$ cat config.mk
export PLATFORM = sky130hd
export DESIGN_NAME = trimmed_mean_pressure_sensor
export DESIGN_NICKNAME = d
export VERILOG_FILES = /design/src/rtl/tmps_pkg.sv /design/src/rtl/tmps_div.sv /design/src/rtl/tmps_front.sv /design/src/rtl/tmps_queue.sv /design/src/rtl/tmps_back.sv /design/src/rtl/trimmed_mean_pressure_sensor.sv
export SDC_FILE = /design/constraint.sdc
export NUM_CORES = 1
export LEC_CHECK = 0
export ABC_AREA = 1
export BUFFER_PORTS_ARGS = -buffer_cell sky130_fd_sc_hd__buf_2
export CORE_MARGIN = 5
export CORE_UTILIZATION = 45
export DETAILED_ROUTE_END_ITERATION = 8
export GPL_TIMING_DRIVEN = 0
export PLACE_DENSITY = 0.7
export SYNTH_ARGS = -nofsm -noshare
export SYNTH_HDL_FRONTEND = slang
export SYNTH_SLANG_ARGS = --single-unit
$ cat constraint.sdc
create_clock -name aclk -period 13.1 [get_ports aclk]
set_input_delay 0.655 -clock aclk [delete_from_list [all_inputs] [get_ports aclk]]
set_output_delay 0.655 -clock aclk [all_outputs]
set_load 0.01 [all_outputs]
$ cat src/rtl/tmps_pkg.sv
// ----------------------------------------------------------------------------
// tmps_pkg
// Shared types, field widths, command codes and scaling constants.
// ----------------------------------------------------------------------------
package tmps_pkg;

    localparam int CMD_W     = 2;
    localparam int SAMPLE_W  = 12;
    localparam int NET_W     = 13;
    localparam int VOLT_W    = 19;
    localparam int PRES_W    = 14;

    // Divider operand widths
    localparam int DIVISOR_W = 12;
    localparam int DIVA_W    = 31;  // window sum or average * 330000
    localparam int DIVP_W    = 23;  // |net| * 2000

    localparam int VOLT_SCALE = 330000;
    localparam int FULL_SCALE = 4095;
    localparam int PRES_SCALE = 2000;
    localparam int PRES_DIV   = 1517;

    localparam int QUEUE_DEPTH = 4;

    localparam logic [CMD_W-1:0] CMD_SAMPLE  = 2'd0;
    localparam logic [CMD_W-1:0] CMD_MEASURE = 2'd1;
    localparam logic [CMD_W-1:0] CMD_ZERO    = 2'd2;

    typedef enum logic [1:0] {
        OP_SAMPLE,
        OP_MEASURE,
        OP_ZERO
    } tmps_op_kind_t;

    typedef struct packed {
        tmps_op_kind_t         op;
        logic [SAMPLE_W-1:0]   sample;
    } tmps_item_t;

    typedef enum logic [2:0] {
        ST_IDLE,
        ST_SCAN,
        ST_DIV_AVG,
        ST_SCALE_MUL,
        ST_SCALE_GO,
        ST_SCALE_WAIT,
        ST_OUTPUT
    } tmps_state_t;

endpackage

$ cat src/rtl/tmps_div.sv
// ----------------------------------------------------------------------------
// tmps_div
// Restoring unsigned divider, two quotient bits per cycle.
// ----------------------------------------------------------------------------
module tmps_div #(
    parameter int DVD_W = 31
) (
    input  logic                           aclk,
    input  logic                           aresetn,
    input  logic                           start,
    input  logic [DVD_W-1:0]               dividend,
    input  logic [tmps_pkg::DIVISOR_W-1:0] divisor,
    output logic                           busy,
    output logic [DVD_W-1:0]               quotient
);
    import tmps_pkg::*;

    localparam int STEPS = (DVD_W + 1) / 2;
    localparam int QW    = 2 * STEPS;
    localparam int CNT_W = $clog2(STEPS + 1);

    logic [QW-1:0]        quo_reg;
    logic [DIVISOR_W-1:0] rem_reg;
    logic [DIVISOR_W-1:0] dvs_reg;
    logic [CNT_W-1:0]     cnt_reg;

    logic [DIVISOR_W:0]   r1;
    logic [DIVISOR_W:0]   r2;
    logic                 b1;
    logic                 b2;

    always_comb begin
        r1 = {rem_reg, quo_reg[QW-1]};
        b1 = (r1 >= {1'b0, dvs_reg});
        if (b1) begin
            r1 = r1 - {1'b0, dvs_reg};
        end
        r2 = {r1[DIVISOR_W-1:0], quo_reg[QW-2]};
        b2 = (r2 >= {1'b0, dvs_reg});
        if (b2) begin
            r2 = r2 - {1'b0, dvs_reg};
        end
    end

    always_ff @(posedge aclk) begin
        if (!aresetn) begin
            cnt_reg <= '0;
        end else if (start) begin
            cnt_reg <= CNT_W'(STEPS);
        end else if (cnt_reg != '0) begin
            cnt_reg <= cnt_reg - 1'b1;
        end
    end

    always_ff @(posedge aclk) begin
        if (start) begin
            quo_reg <= QW'(dividend);
            rem_reg <= '0;
            dvs_reg <= divisor;
        end else if (cnt_reg != '0) begin
            quo_reg <= {quo_reg[QW-3:0], b1, b2};
            rem_reg <= r2[DIVISOR_W-1:0];
        end
    end

    assign busy     = (cnt_reg != '0);
    assign quotient = quo_reg[DVD_W-1:0];

endmodule

$ cat src/rtl/tmps_front.sv
// ----------------------------------------------------------------------------
// tmps_front
// Input handshake and command decode; drops transactions that need no work.
// ----------------------------------------------------------------------------
module tmps_front (
    input  logic                          s_valid,
    output logic                          s_ready,
    input  logic [tmps_pkg::CMD_W-1:0]    s_cmd,
    input  logic [tmps_pkg::SAMPLE_W-1:0] s_sample,
    input  logic                          enabled,
    input  logic                          q_full,
    output logic                          q_push,
    output tmps_pkg::tmps_item_t          q_item
);
    import tmps_pkg::*;

    logic accept;
    logic keep;

    assign s_ready = !q_full;
    assign accept  = s_valid && s_ready;

    always_comb begin
        keep          = 1'b0;
        q_item.op     = OP_SAMPLE;
        q_item.sample = s_sample;
        case (s_cmd)
            CMD_SAMPLE: begin
                keep      = 1'b1;
                q_item.op = OP_SAMPLE;
            end
            CMD_MEASURE: begin
                // drop a measure while the sensor is stopped
                keep      = enabled;
                q_item.op = OP_MEASURE;
            end
            CMD_ZERO: begin
                keep      = 1'b1;
                q_item.op = OP_ZERO;
            end
            default: begin
                keep = 1'b0;
            end
        endcase
    end

    assign q_push = accept && keep;

endmodule

$ cat src/rtl/tmps_queue.sv
// ----------------------------------------------------------------------------
// tmps_queue
// Short FIFO of decoded operations between the front end and the engine.
// ----------------------------------------------------------------------------
module tmps_queue (
    input  logic                 aclk,
    input  logic                 aresetn,
    input  logic                 push,
    input  tmps_pkg::tmps_item_t push_item,
    output logic                 full,
    input  logic                 pop,
    output logic                 pop_valid,
    output tmps_pkg::tmps_item_t pop_item
);
    import tmps_pkg::*;

    localparam int PTR_W = $clog2(QUEUE_DEPTH);
    localparam int CNT_W = $clog2(QUEUE_DEPTH + 1);

    tmps_item_t       entry_reg [QUEUE_DEPTH];
    logic [PTR_W-1:0] wr_ptr_reg;
    logic [PTR_W-1:0] rd_ptr_reg;
    logic [CNT_W-1:0] count_reg;
    logic             do_push;
    logic             do_pop;

    assign full      = (count_reg == CNT_W'(QUEUE_DEPTH));
    assign pop_valid = (count_reg != '0);
    assign pop_item  = entry_reg[rd_ptr_reg];
    assign do_push   = push && !full;
    assign do_pop    = pop && pop_valid;

    always_ff @(posedge aclk) begin
        if (do_push) begin
            entry_reg[wr_ptr_reg] <= push_item;
        end
    end

    always_ff @(posedge aclk) begin
        if (!aresetn) begin
            wr_ptr_reg <= '0;
            rd_ptr_reg <= '0;
            count_reg  <= '0;
        end else begin
            if (do_push) begin
                wr_ptr_reg <= wr_ptr_reg + 1'b1;
            end
            if (do_pop) begin
                rd_ptr_reg <= rd_ptr_reg + 1'b1;
            end
            if (do_push && !do_pop) begin
                count_reg <= count_reg + 1'b1;
            end else if (do_pop && !do_push) begin
                count_reg <= count_reg - 1'b1;
            end
        end
    end

endmodule

$ cat src/rtl/tmps_back.sv
// ----------------------------------------------------------------------------
// tmps_back
// Sample window, min/max/sum scan, division and scaling, result register.
// ----------------------------------------------------------------------------
module tmps_back #(
    parameter int WINDOW_SIZE = 32
) (
    input  logic                                aclk,
    input  logic                                aresetn,
    input  logic                                q_valid,
    input  tmps_pkg::tmps_item_t                q_item,
    output logic                                q_pop,
    output logic                                m_valid,
    input  logic                                m_ready,
    output logic [tmps_pkg::SAMPLE_W-1:0]       m_average,
    output logic signed [tmps_pkg::NET_W-1:0]   m_net_count,
    output logic [tmps_pkg::VOLT_W-1:0]         m_voltage_centi_mv,
    output logic signed [tmps_pkg::PRES_W-1:0]  m_pressure_centigram
);
    import tmps_pkg::*;

    localparam int IDX_W = $clog2(WINDOW_SIZE);
    localparam int CNT_W = $clog2(WINDOW_SIZE + 1);
    localparam int SUM_W = SAMPLE_W + $clog2(WINDOW_SIZE);

    tmps_state_t state_reg;
    tmps_state_t state_next;

    logic [SAMPLE_W-1:0]    win_mem [WINDOW_SIZE];
    logic [WINDOW_SIZE-1:0] vld_reg;
    logic [IDX_W-1:0]       slot_reg;

    logic [CNT_W-1:0]       cnt_reg;
    logic [SAMPLE_W-1:0]    rd_data_reg;
    logic                   rd_ok_reg;
    logic                   rd_pend_reg;
    logic [SUM_W-1:0]       sum_reg;
    logic [SAMPLE_W-1:0]    hi_reg;
    logic [SAMPLE_W-1:0]    lo_reg;
    logic                   zero_op_reg;

    logic [SAMPLE_W-1:0]    avg_reg;
    logic [SAMPLE_W-1:0]    off_reg;
    logic signed [NET_W-1:0] net_reg;
    logic                   neg_reg;
    logic [DIVA_W-1:0]      vprod_reg;
    logic [DIVP_W-1:0]      pprod_reg;

    logic                   m_valid_reg;
    logic [SAMPLE_W-1:0]    m_average_reg;
    logic signed [NET_W-1:0] m_net_reg;
    logic [VOLT_W-1:0]      m_volt_reg;
    logic signed [PRES_W-1:0] m_pres_reg;

    logic                   win_we;
    logic                   scan_start;
    logic                   rd_en;
    logic                   avg_load;
    logic                   out_load;
    logic                   diva_start;
    logic                   divp_start;
    logic [DIVA_W-1:0]      diva_dvd;
    logic [DIVISOR_W-1:0]   diva_dvs;
    logic                   diva_busy;
    logic                   divp_busy;
    logic [DIVA_W-1:0]      diva_quo;
    logic [DIVP_W-1:0]      divp_quo;

    logic [SUM_W-1:0]       trimmed;
    logic [SAMPLE_W-1:0]    rd_val;
    logic signed [NET_W-1:0] net_calc;
    logic [SAMPLE_W-1:0]    net_mag;
    logic [PRES_W-1:0]      pres_mag;

    assign trimmed = sum_reg - SUM_W'(hi_reg) - SUM_W'(lo_reg);
    assign rd_val  = rd_ok_reg ? rd_data_reg : '0;

    // ---------------- sequencer ----------------
    always_ff @(posedge aclk) begin
        if (!aresetn) begin
            state_reg <= ST_IDLE;
        end else begin
            state_reg <= state_next;
        end
    end

    always_comb begin
        state_next = state_reg;
        q_pop      = 1'b0;
        win_we     = 1'b0;
        scan_start = 1'b0;
        rd_en      = 1'b0;
        avg_load   = 1'b0;
        out_load   = 1'b0;
        diva_start = 1'b0;
        divp_start = 1'b0;
        diva_dvd   = vprod_reg;
        diva_dvs   = DIVISOR_W'(FULL_SCALE);
        case (state_reg)
            ST_IDLE: begin
                if (q_valid) begin
                    q_pop = 1'b1;
                    case (q_item.op)
                        OP_SAMPLE: begin
                            win_we = 1'b1;
                        end
                        OP_MEASURE, OP_ZERO: begin
                            scan_start = 1'b1;
                            state_next = ST_SCAN;
                        end
                        default: begin
                            q_pop = 1'b1;
                        end
                    endcase
                end
            end
            ST_SCAN: begin
                diva_dvd = DIVA_W'(trimmed);
                diva_dvs = DIVISOR_W'(WINDOW_SIZE - 2);
                if (cnt_reg < CNT_W'(WINDOW_SIZE)) begin
                    rd_en = 1'b1;
                end else if (!rd_pend_reg) begin
                    diva_start = 1'b1;
                    state_next = ST_DIV_AVG;
                end
            end
            ST_DIV_AVG: begin
                if (!diva_busy) begin
                    avg_load   = 1'b1;
                    state_next = zero_op_reg ? ST_IDLE : ST_SCALE_MUL;
                end
            end
            ST_SCALE_MUL: begin
                state_next = ST_SCALE_GO;
            end
            ST_SCALE_GO: begin
                diva_start = 1'b1;
                divp_start = 1'b1;
                state_next = ST_SCALE_WAIT;
            end
            ST_SCALE_WAIT: begin
                if (!diva_busy && !divp_busy) begin
                    state_next = ST_OUTPUT;
                end
            end
            ST_OUTPUT: begin
                // hold until the result register is free
                if (!m_valid_reg || m_ready) begin
                    out_load   = 1'b1;
                    state_next = ST_IDLE;
                end
            end
            default: begin
                state_next = ST_IDLE;
            end
        endcase
    end

    // ---------------- sample window ----------------
    always_ff @(posedge aclk) begin
        if (win_we) begin
            win_mem[slot_reg] <= q_item.sample;
        end
        if (rd_en) begin
            rd_data_reg <= win_mem[cnt_reg[IDX_W-1:0]];
        end
    end

    always_ff @(posedge aclk) begin
        if (!aresetn) begin
            vld_reg     <= '0;
            slot_reg    <= '0;
            rd_pend_reg <= 1'b0;
            rd_ok_reg   <= 1'b0;
        end else begin
            rd_pend_reg <= rd_en;
            if (rd_en) begin
                rd_ok_reg <= vld_reg[cnt_reg[IDX_W-1:0]];
            end
            if (win_we) begin
                vld_reg[slot_reg] <= 1'b1;
                if (slot_reg == IDX_W'(WINDOW_SIZE - 1)) begin
                    slot_reg <= '0;
                end else begin
                    slot_reg <= slot_reg + 1'b1;
                end
            end
        end
    end

    // ---------------- scan accumulators ----------------
    always_ff @(posedge aclk) begin
        if (scan_start) begin
            cnt_reg     <= '0;
            sum_reg     <= '0;
            hi_reg      <= '0;
            lo_reg      <= '1;
            zero_op_reg <= (q_item.op == OP_ZERO);
        end else begin
            if (rd_en) begin
                cnt_reg <= cnt_reg + 1'b1;
            end
            if (rd_pend_reg) begin
                sum_reg <= sum_reg + SUM_W'(rd_val);
                if (rd_val > hi_reg) begin
                    hi_reg <= rd_val;
                end
                if (rd_val < lo_reg) begin
                    lo_reg <= rd_val;
                end
            end
        end
    end

    // ---------------- average, offset and scaling ----------------
    always_ff @(posedge aclk) begin
        if (!aresetn) begin
            off_reg <= '0;
        end else if (avg_load && zero_op_reg) begin
            off_reg <= diva_quo[SAMPLE_W-1:0];
        end
    end

    always_comb begin
        net_calc = $signed({1'b0, avg_reg}) - $signed({1'b0, off_reg});
        net_mag  = net_calc[NET_W-1] ? SAMPLE_W'(-net_calc) : SAMPLE_W'(net_calc);
    end

    always_ff @(posedge aclk) begin
        if (avg_load) begin
            avg_reg <= diva_quo[SAMPLE_W-1:0];
        end
        if (state_reg == ST_SCALE_MUL) begin
            net_reg   <= net_calc;
            neg_reg   <= net_calc[NET_W-1];
            vprod_reg <= DIVA_W'(avg_reg) * DIVA_W'(VOLT_SCALE);
            pprod_reg <= DIVP_W'(net_mag) * DIVP_W'(PRES_SCALE);
        end
    end

    tmps_div #(
        .DVD_W (DIVA_W)
    ) u_div_a (
        .aclk     (aclk),
        .aresetn  (aresetn),
        .start    (diva_start),
        .dividend (diva_dvd),
        .divisor  (diva_dvs),
        .busy     (diva_busy),
        .quotient (diva_quo)
    );

    tmps_div #(
        .DVD_W (DIVP_W)
    ) u_div_p (
        .aclk     (aclk),
        .aresetn  (aresetn),
        .start    (divp_start),
        .dividend (pprod_reg),
        .divisor  (DIVISOR_W'(PRES_DIV)),
        .busy     (divp_busy),
        .quotient (divp_quo)
    );

    // ---------------- result register ----------------
    assign pres_mag = divp_quo[PRES_W-1:0];

    always_ff @(posedge aclk) begin
        if (!aresetn) begin
            m_valid_reg <= 1'b0;
        end else if (out_load) begin
            m_valid_reg <= 1'b1;
        end else if (m_ready) begin
            m_valid_reg <= 1'b0;
        end
    end

    always_ff @(posedge aclk) begin
        if (out_load) begin
            m_average_reg <= avg_reg;
            m_net_reg     <= net_reg;
            m_volt_reg    <= diva_quo[VOLT_W-1:0];
            m_pres_reg    <= neg_reg ? $signed(-pres_mag) : $signed(pres_mag);
        end
    end

    assign m_valid              = m_valid_reg;
    assign m_average            = m_average_reg;
    assign m_net_count          = m_net_reg;
    assign m_voltage_centi_mv   = m_volt_reg;
    assign m_pressure_centigram = m_pres_reg;

endmodule

$ cat src/rtl/trimmed_mean_pressure_sensor.sv
// ----------------------------------------------------------------------------
// trimmed_mean_pressure_sensor
// Trimmed-mean ADC averaging with zero offset, voltage and pressure scaling.
// ----------------------------------------------------------------------------
// Commands enter through a small decode front end into a four-deep queue, so
// the input keeps taking transactions while the engine is busy. A measure or
// zero command scans the window through a single memory read port, then
// divides the trimmed sum in a two-bit-per-cycle divider; a zero command ends
// there. A measure then takes a multiply step and two parallel divisions.
// The finished result sits in an output register, so the engine moves on to
// queued commands while it waits to be taken. Measure commands while the
// enable bit is clear, and command code 3, are taken and dropped. The window
// reads as zero after reset via per-entry valid flags; no clearing pass.
// ----------------------------------------------------------------------------
module trimmed_mean_pressure_sensor #(
    parameter int WINDOW_SIZE = 32
) (
    input  logic                                aclk,
    input  logic                                aresetn,
    input  logic                                cfg_we,
    input  logic                                cfg_wdata,
    input  logic                                s_valid,
    output logic                                s_ready,
    input  logic [tmps_pkg::CMD_W-1:0]          s_cmd,
    input  logic [tmps_pkg::SAMPLE_W-1:0]       s_sample,
    output logic                                m_valid,
    input  logic                                m_ready,
    output logic [tmps_pkg::SAMPLE_W-1:0]       m_average,
    output logic signed [tmps_pkg::NET_W-1:0]   m_net_count,
    output logic [tmps_pkg::VOLT_W-1:0]         m_voltage_centi_mv,
    output logic signed [tmps_pkg::PRES_W-1:0]  m_pressure_centigram
);
    import tmps_pkg::*;

    logic       enabled_reg;
    logic       q_push;
    logic       q_full;
    logic       q_pop;
    logic       q_valid;
    tmps_item_t push_item;
    tmps_item_t pop_item;

    always_ff @(posedge aclk) begin
        if (!aresetn) begin
            enabled_reg <= 1'b0;
        end else if (cfg_we) begin
            enabled_reg <= cfg_wdata;
        end
    end

    tmps_front u_front (
        .s_valid  (s_valid),
        .s_ready  (s_ready),
        .s_cmd    (s_cmd),
        .s_sample (s_sample),
        .enabled  (enabled_reg),
        .q_full   (q_full),
        .q_push   (q_push),
        .q_item   (push_item)
    );

    tmps_queue u_queue (
        .aclk      (aclk),
        .aresetn   (aresetn),
        .push      (q_push),
        .push_item (push_item),
        .full      (q_full),
        .pop       (q_pop),
        .pop_valid (q_valid),
        .pop_item  (pop_item)
    );

    tmps_back #(
        .WINDOW_SIZE (WINDOW_SIZE)
    ) u_back (
        .aclk                 (aclk),
        .aresetn              (aresetn),
        .q_valid              (q_valid),
        .q_item               (pop_item),
        .q_pop                (q_pop),
        .m_valid              (m_valid),
        .m_ready              (m_ready),
        .m_average            (m_average),
        .m_net_count          (m_net_count),
        .m_voltage_centi_mv   (m_voltage_centi_mv),
        .m_pressure_centigram (m_pressure_centigram)
    );

endmodule

After elaboration in Yosys (flattened, before gate mapping)
Memories as Yosys holds them, arrays and structs flattened. A register that Yosys moved wholly into a read port is not among the register bits.
Index checks and enable logic that the tools add are counted.
{"block": "totals", "in_bits": 20, "mem_count": 2, "register_bits": 342, "word_cells": 184, "ram_bits": 440}
{"block": "classes", "n_lt_le_gt_ge": 10, "mux": 61, "n_eq_ne": 19, "n_reduce_logical": 33, "bitwise": 2, "addsub": 18, "mul": 2}
{"memory": "u_back.win_mem", "words": 32, "word_bits": 12, "rd": 1, "rd_clocked_by_memory_dff": 1, "wr": 1, "line": "tmps_back.sv:29", "rtl": "logic [SAMPLE_W-1:0] win_mem [WINDOW_SIZE];"}
{"memory": "u_queue.entry_reg", "words": 4, "word_bits": 14, "rd": 1, "rd_clocked_by_memory_dff": 1, "wr": 1, "line": "tmps_queue.sv:20", "rtl": "tmps_item_t entry_reg [QUEUE_DEPTH];"}
{"op": "$mux 31", "count": 3}
{"op": "$mux 12", "count": 7}
{"op": "$mux 23", "count": 2}
{"op": "$sub 17x12->17", "count": 2}
{"op": "$or 32x32->32", "count": 1}
{"op": "$mul 12x15->27 const B", "count": 1}
{"op": "$mux 3", "count": 9}
{"op": "$ge 13x11->1 const B", "count": 2}
{"op": "$ge 13x12->1", "count": 2}
{"op": "$mux 1", "count": 25}
{"op": "$sub 12x11->12 const B", "count": 2}
{"op": "$sub 12x12->12", "count": 2}
{"op": "$pmux 3 s7", "count": 1}
{"op": "$mul 12x7->19 const B", "count": 1}
{"op": "$add 17x12->17", "count": 1}
{"op": "$mux 5", "count": 3}
{"op": "$mux 14", "count": 1}
{"op": "$neg 14->14", "count": 1}
{"op": "$sub 12x12->13", "count": 1}
{"op": "$eq 3x3->1 const B", "count": 4}
{"op": "$gt 12x12->1", "count": 1}
{"op": "$lt 12x12->1", "count": 1}
{"op": "$lt 5x6->1 const B", "count": 2}
{"op": "$neg 12->12", "count": 1}
{"op": "35 further kinds", "count": 69}

Logic depth before layout (Yosys ltp)
{"block": "depth", "word_depth": 9, "depth_mapped": 36, "ltp_nobuf": 35}

Modules after synthesis
A second synthesis with hierarchy kept.
{"block": "hier_totals", "cells_unflattened": 4214, "area_unflattened_um2": 42037.8}
{"module": "tmps_back", "seq_area_each_um2": 17807.1, "instances": 1, "area_per_inst_um2": 30899.6, "cells_each": 2872}
{"module": "tmps_div at u_back.u_div_a", "seq_area_each_um2": 1651.6, "instances": 1, "area_per_inst_um2": 4374.2, "cells_each": 580}
{"module": "tmps_div at u_back.u_div_p", "seq_area_each_um2": 1391.3, "instances": 1, "area_per_inst_um2": 3923.8, "cells_each": 532}
{"module": "tmps_queue", "seq_area_each_um2": 1861.8, "instances": 1, "area_per_inst_um2": 2671.3, "cells_each": 204}
{"module": "tmps_front", "seq_area_each_um2": 0.0, "instances": 1, "area_per_inst_um2": 127.6, "cells_each": 20}
{"module": "trimmed_mean_pressure_sensor", "seq_area_each_um2": 20.0, "instances": 1, "area_per_inst_um2": 41.3, "cells_each": 6}

Least setup slack after synthesis
No wires, ideal clock.
{"block": "synth_path", "path_type": "input to register", "start": "input m_ready", "end": "register u_back.m_average_reg[0], in the netlist u_back.m_average[0] (enable)", "t_arrival_ns": 6.196, "path_stages": 2, "slack_ns": 6.286, "path_cell_list": "nor2_1 -> nor4_1"}
{"block": "synth_via", "elab_chain_len": 3}
{"item": "start, declared", "line": "trimmed_mean_pressure_sensor.sv:27", "rtl": "input logic m_ready,"}
{"item": "$logic_or 1x1->1", "line": "tmps_back.sv:148", "rtl": "if (!m_valid_reg || m_ready) begin"}
{"item": "$mux 1", "line": "tmps_back.sv:148"}
{"item": "$mux 1", "line": "tmps_back.sv:99", "rtl": "case (state_reg)"}
{"item": "net u_back.out_load", "line": "tmps_back.sv:59", "rtl": "logic out_load;"}
{"item": "end signal, assigned", "line": "tmps_back.sv:280", "rtl": "m_average_reg <= avg_reg;"}
{"item": "end, declared", "line": "tmps_back.sv:50", "rtl": "logic [SAMPLE_W-1:0] m_average_reg;"}
The timed path passes the listed nets, and every way through them passes these cells.
A chain may end at the register's enable or synchronous reset.

Worst setup path in the final report
{"block": "layout_path", "start": "register u_back.avg_reg[0]", "end": "register u_back.pprod_reg[19] (data pin)"}
{"item": "start, declared", "line": "tmps_back.sv:42", "rtl": "logic [SAMPLE_W-1:0] avg_reg;"}
{"item": "start signal, assigned", "line": "tmps_back.sv:231", "rtl": "avg_reg <= diva_quo[SAMPLE_W-1:0];"}
{"item": "$sub 12x12->13", "line": "tmps_back.sv:225", "rtl": "net_calc = $signed({1'b0, avg_reg}) - $signed({1'b0, off_reg});"}
{"item": "net u_back.net_calc[12]", "line": "tmps_back.sv:71", "rtl": "logic signed [NET_W-1:0] net_calc;"}
{"item": "$mux 12", "line": "tmps_back.sv:226", "rtl": "net_mag = net_calc[NET_W-1] ? SAMPLE_W'(-net_calc) : SAMPLE_W'(net_calc);"}
{"item": "$mul 12x7->19", "line": "tmps_back.sv:237", "rtl": "pprod_reg <= DIVP_W'(net_mag) * DIVP_W'(PRES_SCALE);"}
{"item": "end signal, assigned", "line": "tmps_back.sv:237"}
{"item": "end, declared", "line": "tmps_back.sv:47", "rtl": "logic [DIVP_W-1:0] pprod_reg;"}
The timed path passes the listed nets, and every way through them passes these cells.

==> impl_metrics.csv <==
group,metric,value,unit
logic_synthesis,synth_top_area_share,49.08,%
final_layout,n_antenna_cell,0,
drt,wl_met1,41.04,mm
min_path,hold_depth,1,
logic_synthesis,synth_edf_count,636,
timing,timing.final.crit_share,54.32,%
global_route,grt_overflow,0,
placed_design,io_buffers,78,
timing,grt_setup_unrepaired,"no",
clocking,cts_root_buf,"clkbuf_16",
placed_design,place_congestion,0.9008,
global_route,antenna_found_initial,2,
clocking,cts_setup_buffers,0,
clocking,cts_resized,0,
drt,drc_errors,0,
floorplanning,dieArea,92460,um2
logic_synthesis,synthFlopType,"edfxtp_1",
worst_setup_path,slowest_delay,0.64,ns
worst_setup_path,setup.worst_path.class,"reg2reg",
final_layout,areaGrowthSynthToFinish,13.68,%
floorplanning,start_util,45.49,%
timing,tns,0,ns
worst_setup_path,crit_slowest_cell,"edfxtp_1",
worst_setup_path,cp_num_cells,30,
worst_setup_path,critPathMaxFanout,10,
drt,wl_per_cell,19.24,um
timing,slew_headroom,3.808,%
final_layout,largest_reg_flops,384,
worst_setup_path,cp_data_required_time,13.48,ns
global_route,grt_pass1_wl,154.6,mm
logic_synthesis,syn_nets,4120,
drt,drt-initial-drc-count,2827,
logic_synthesis,synth_top_cell_by_area,"edfxtp_1",
final_layout,final_core_util,51.71,%
min_path,hold_class,"in2reg",
worst_setup_path,crit_path_end_kind,"register",
global_route,grt_use_total,20.97,%
drt,top_layer,"met5",
clocking,cts.sinks,783,
drt,viasPerCell,5.489,
timing,worst_pin_slew,1.438,ns
logic_synthesis,ys.warnings.count,0,
final_layout,drive_above_1_share,8.364,%
worst_setup_path,cp.arrival,7.50,ns
clocking,path_clk_slew,0.06,ns
clocking,clk_latency,0.66,ns
global_route,grt_max_degree,33,
logic_synthesis,synth_area_leaders,"edfxtp_1, dfxtp_1, ha_1, nand2_1, o21ai_0",
run,maxCapViolCount,0,
timing,period_needed,7.116,ns
worst_setup_path,reg2reg_from,"u_back.avg_reg[0]",
worst_setup_path,reg2reg_depth,30,
clocking,holdBufCountCts,0,
logic_synthesis,ys_types,59,
drt,ant_nets,0,
worst_setup_path,startpoint_type,"register",
min_path,min_from,"s_sample[8]",
final_layout,layout.nets,4321,
drt,vias,28725,
floorplanning,core-area,85550,um2
clocking,cts_tree,"built",
drt,drtPass1Iterations,6,
floorplanning,die_width,304.1,um
floorplanning,ios,80,
logic_synthesis,ys_seq_area_share,56.64,%
logic_synthesis,synth_area,38920,um2
logic_synthesis,ys_ff_latch,783,
timing,finalMaxSlewViolations,0,
timing,setup_viol,0,
drt,met2_length,47.33,mm
timing,max_freq,0.1405,GHz
worst_setup_path,startpoint,"u_back.avg_reg[0]",
logic_synthesis,synth.avg_cell_area,10.18,um2
timing,whs,0.2265,ns
placed_design,hpwl,71.50,mm
clocking,h-tree-depth,3,
clocking,cts.path.max_buffers,3,
timing,hold_viol_final,0,
timing,fin_skew,0.06066,ns
global_route,first_global_vias,27884,
status,status,"finished clean",
worst_setup_path,critPathBufInv,8,
floorplanning,die_h,304.1,um
clocking,numCtsBuffers,79,
worst_setup_path,cp_top_family,"adder cells",
floorplanning,std_cell_rows,107,
logic_synthesis,ys_async_sr_fraction,0,%
drt,wirelength,100.7,mm
worst_setup_path,crit_top_cell,"inv_1",
logic_synthesis,synthCells,3824,
drt,dr_wl_met3,8.338,mm
[per-stage QoR]
| step | cells | setup slack [ns] | cell area (um2) |
|---|---|---|---|
| after global routing | 5233 | 5.539 | 44240 |
| after floorplan | 3824 | 6.286 | 38920 |
| after global placement | 5046 | 2.826 | 40740 |
| final | 5233 | 5.984 | 44240 |
| after detailed placement | 5084 | 6.109 | 41490 |
| after CTS | 5229 | 6.048 | 44170 |
[cells in the mapped netlist (all sizes together) (2+ instances only)]
library cell and instances:
a211oi 4, a21boi 5, a21o 7, a21oi 151, a221oi 6, a22o 14, a31oi 11, a32o 2
buf 14, clkbuf 122, clkinv 4, dfxtp 147, edfxtp 636, fa 59, ha 217, inv 419
nand2 599, nand3 145, nand3b 5, nand4 48, nor2 501, nor3 38, nor4 6, o2111ai 2
o211ai 33, o21a 2, o21ai 382, o21bai 7, o221ai 39, o22ai 79, o31ai 3, o41ai 2
or2 8, xnor2 22, xor2 75
[path summary, 6_finish.rpt]
kind / endpoint / slack (ns)
max: u_back.pprod_reg[19] / 5.98
min: u_queue.entry_reg[0][8] / 0.23
max reg2reg: u_back.pprod_reg[19] / 5.98
min reg2reg: u_back.m_net_count[10] / 0.42
[cell type report]
type	count	area, um2
timing repair buffer	120	996.0
inverter	423	1588
clock inverter	46	625.6
multi-input combinational	2482	14960
tap	1144	1431
buffer	136	536.8
sequential	783	22040
clock buffer	99	2062
fill	7348	41310
[metal layers]
layer	up-vias	global-route usage [%]
met1	13605	27.49
met5	-	0
met2	1238	34.98
met4	2	7.832
li1	13638	-
met3	242	3.883
[cells by family (layout without fill, tap and decap cells)]
kind of cell | Yosys count | after routing | share of synthesized area (%)
xor+xnor | 97 | 97 | 2.183
buf+inv | 559 | 824 | 5.459
compound gates | 754 | 754 | 11.09
simple gates | 1354 | 1354 | 14.60
fa+ha+maj | 276 | 276 | 10.01
flops | 783 | 783 | 56.64
mux | 1 | 1 | 0.02572
[cells in the final DEF, fill, tap and decap left out, types with 16 or more instances in the layout]
cell / synthesis / routed
inv_2: 16 / 16
dfxtp_1: 147 / 147
a21oi_1: 150 / 150
nand4_1: 47 / 47
nor3_1: 36 / 35
o221ai_1: 39 / 39
fa_1: 59 / 59
nor2_1: 492 / 470
xnor2_1: 22 / 22
ha_1: 217 / 217
nand3_1: 138 / 138
o21ai_0: 379 / 379
buf_2: 3 / 81
o211ai_1: 33 / 33
clkbuf_1: 122 / 141
xor2_1: 75 / 75
edfxtp_1: 636 / 636
nor2_2: 5 / 27
inv_1: 403 / 403
nand2_1: 581 / 581
clkbuf_16: 0 / 79
o22ai_1: 79 / 67
Power is left out: the tool's default activity adds up to more than one toggle a clock period on the data nets, which glitch-free logic cannot reach.
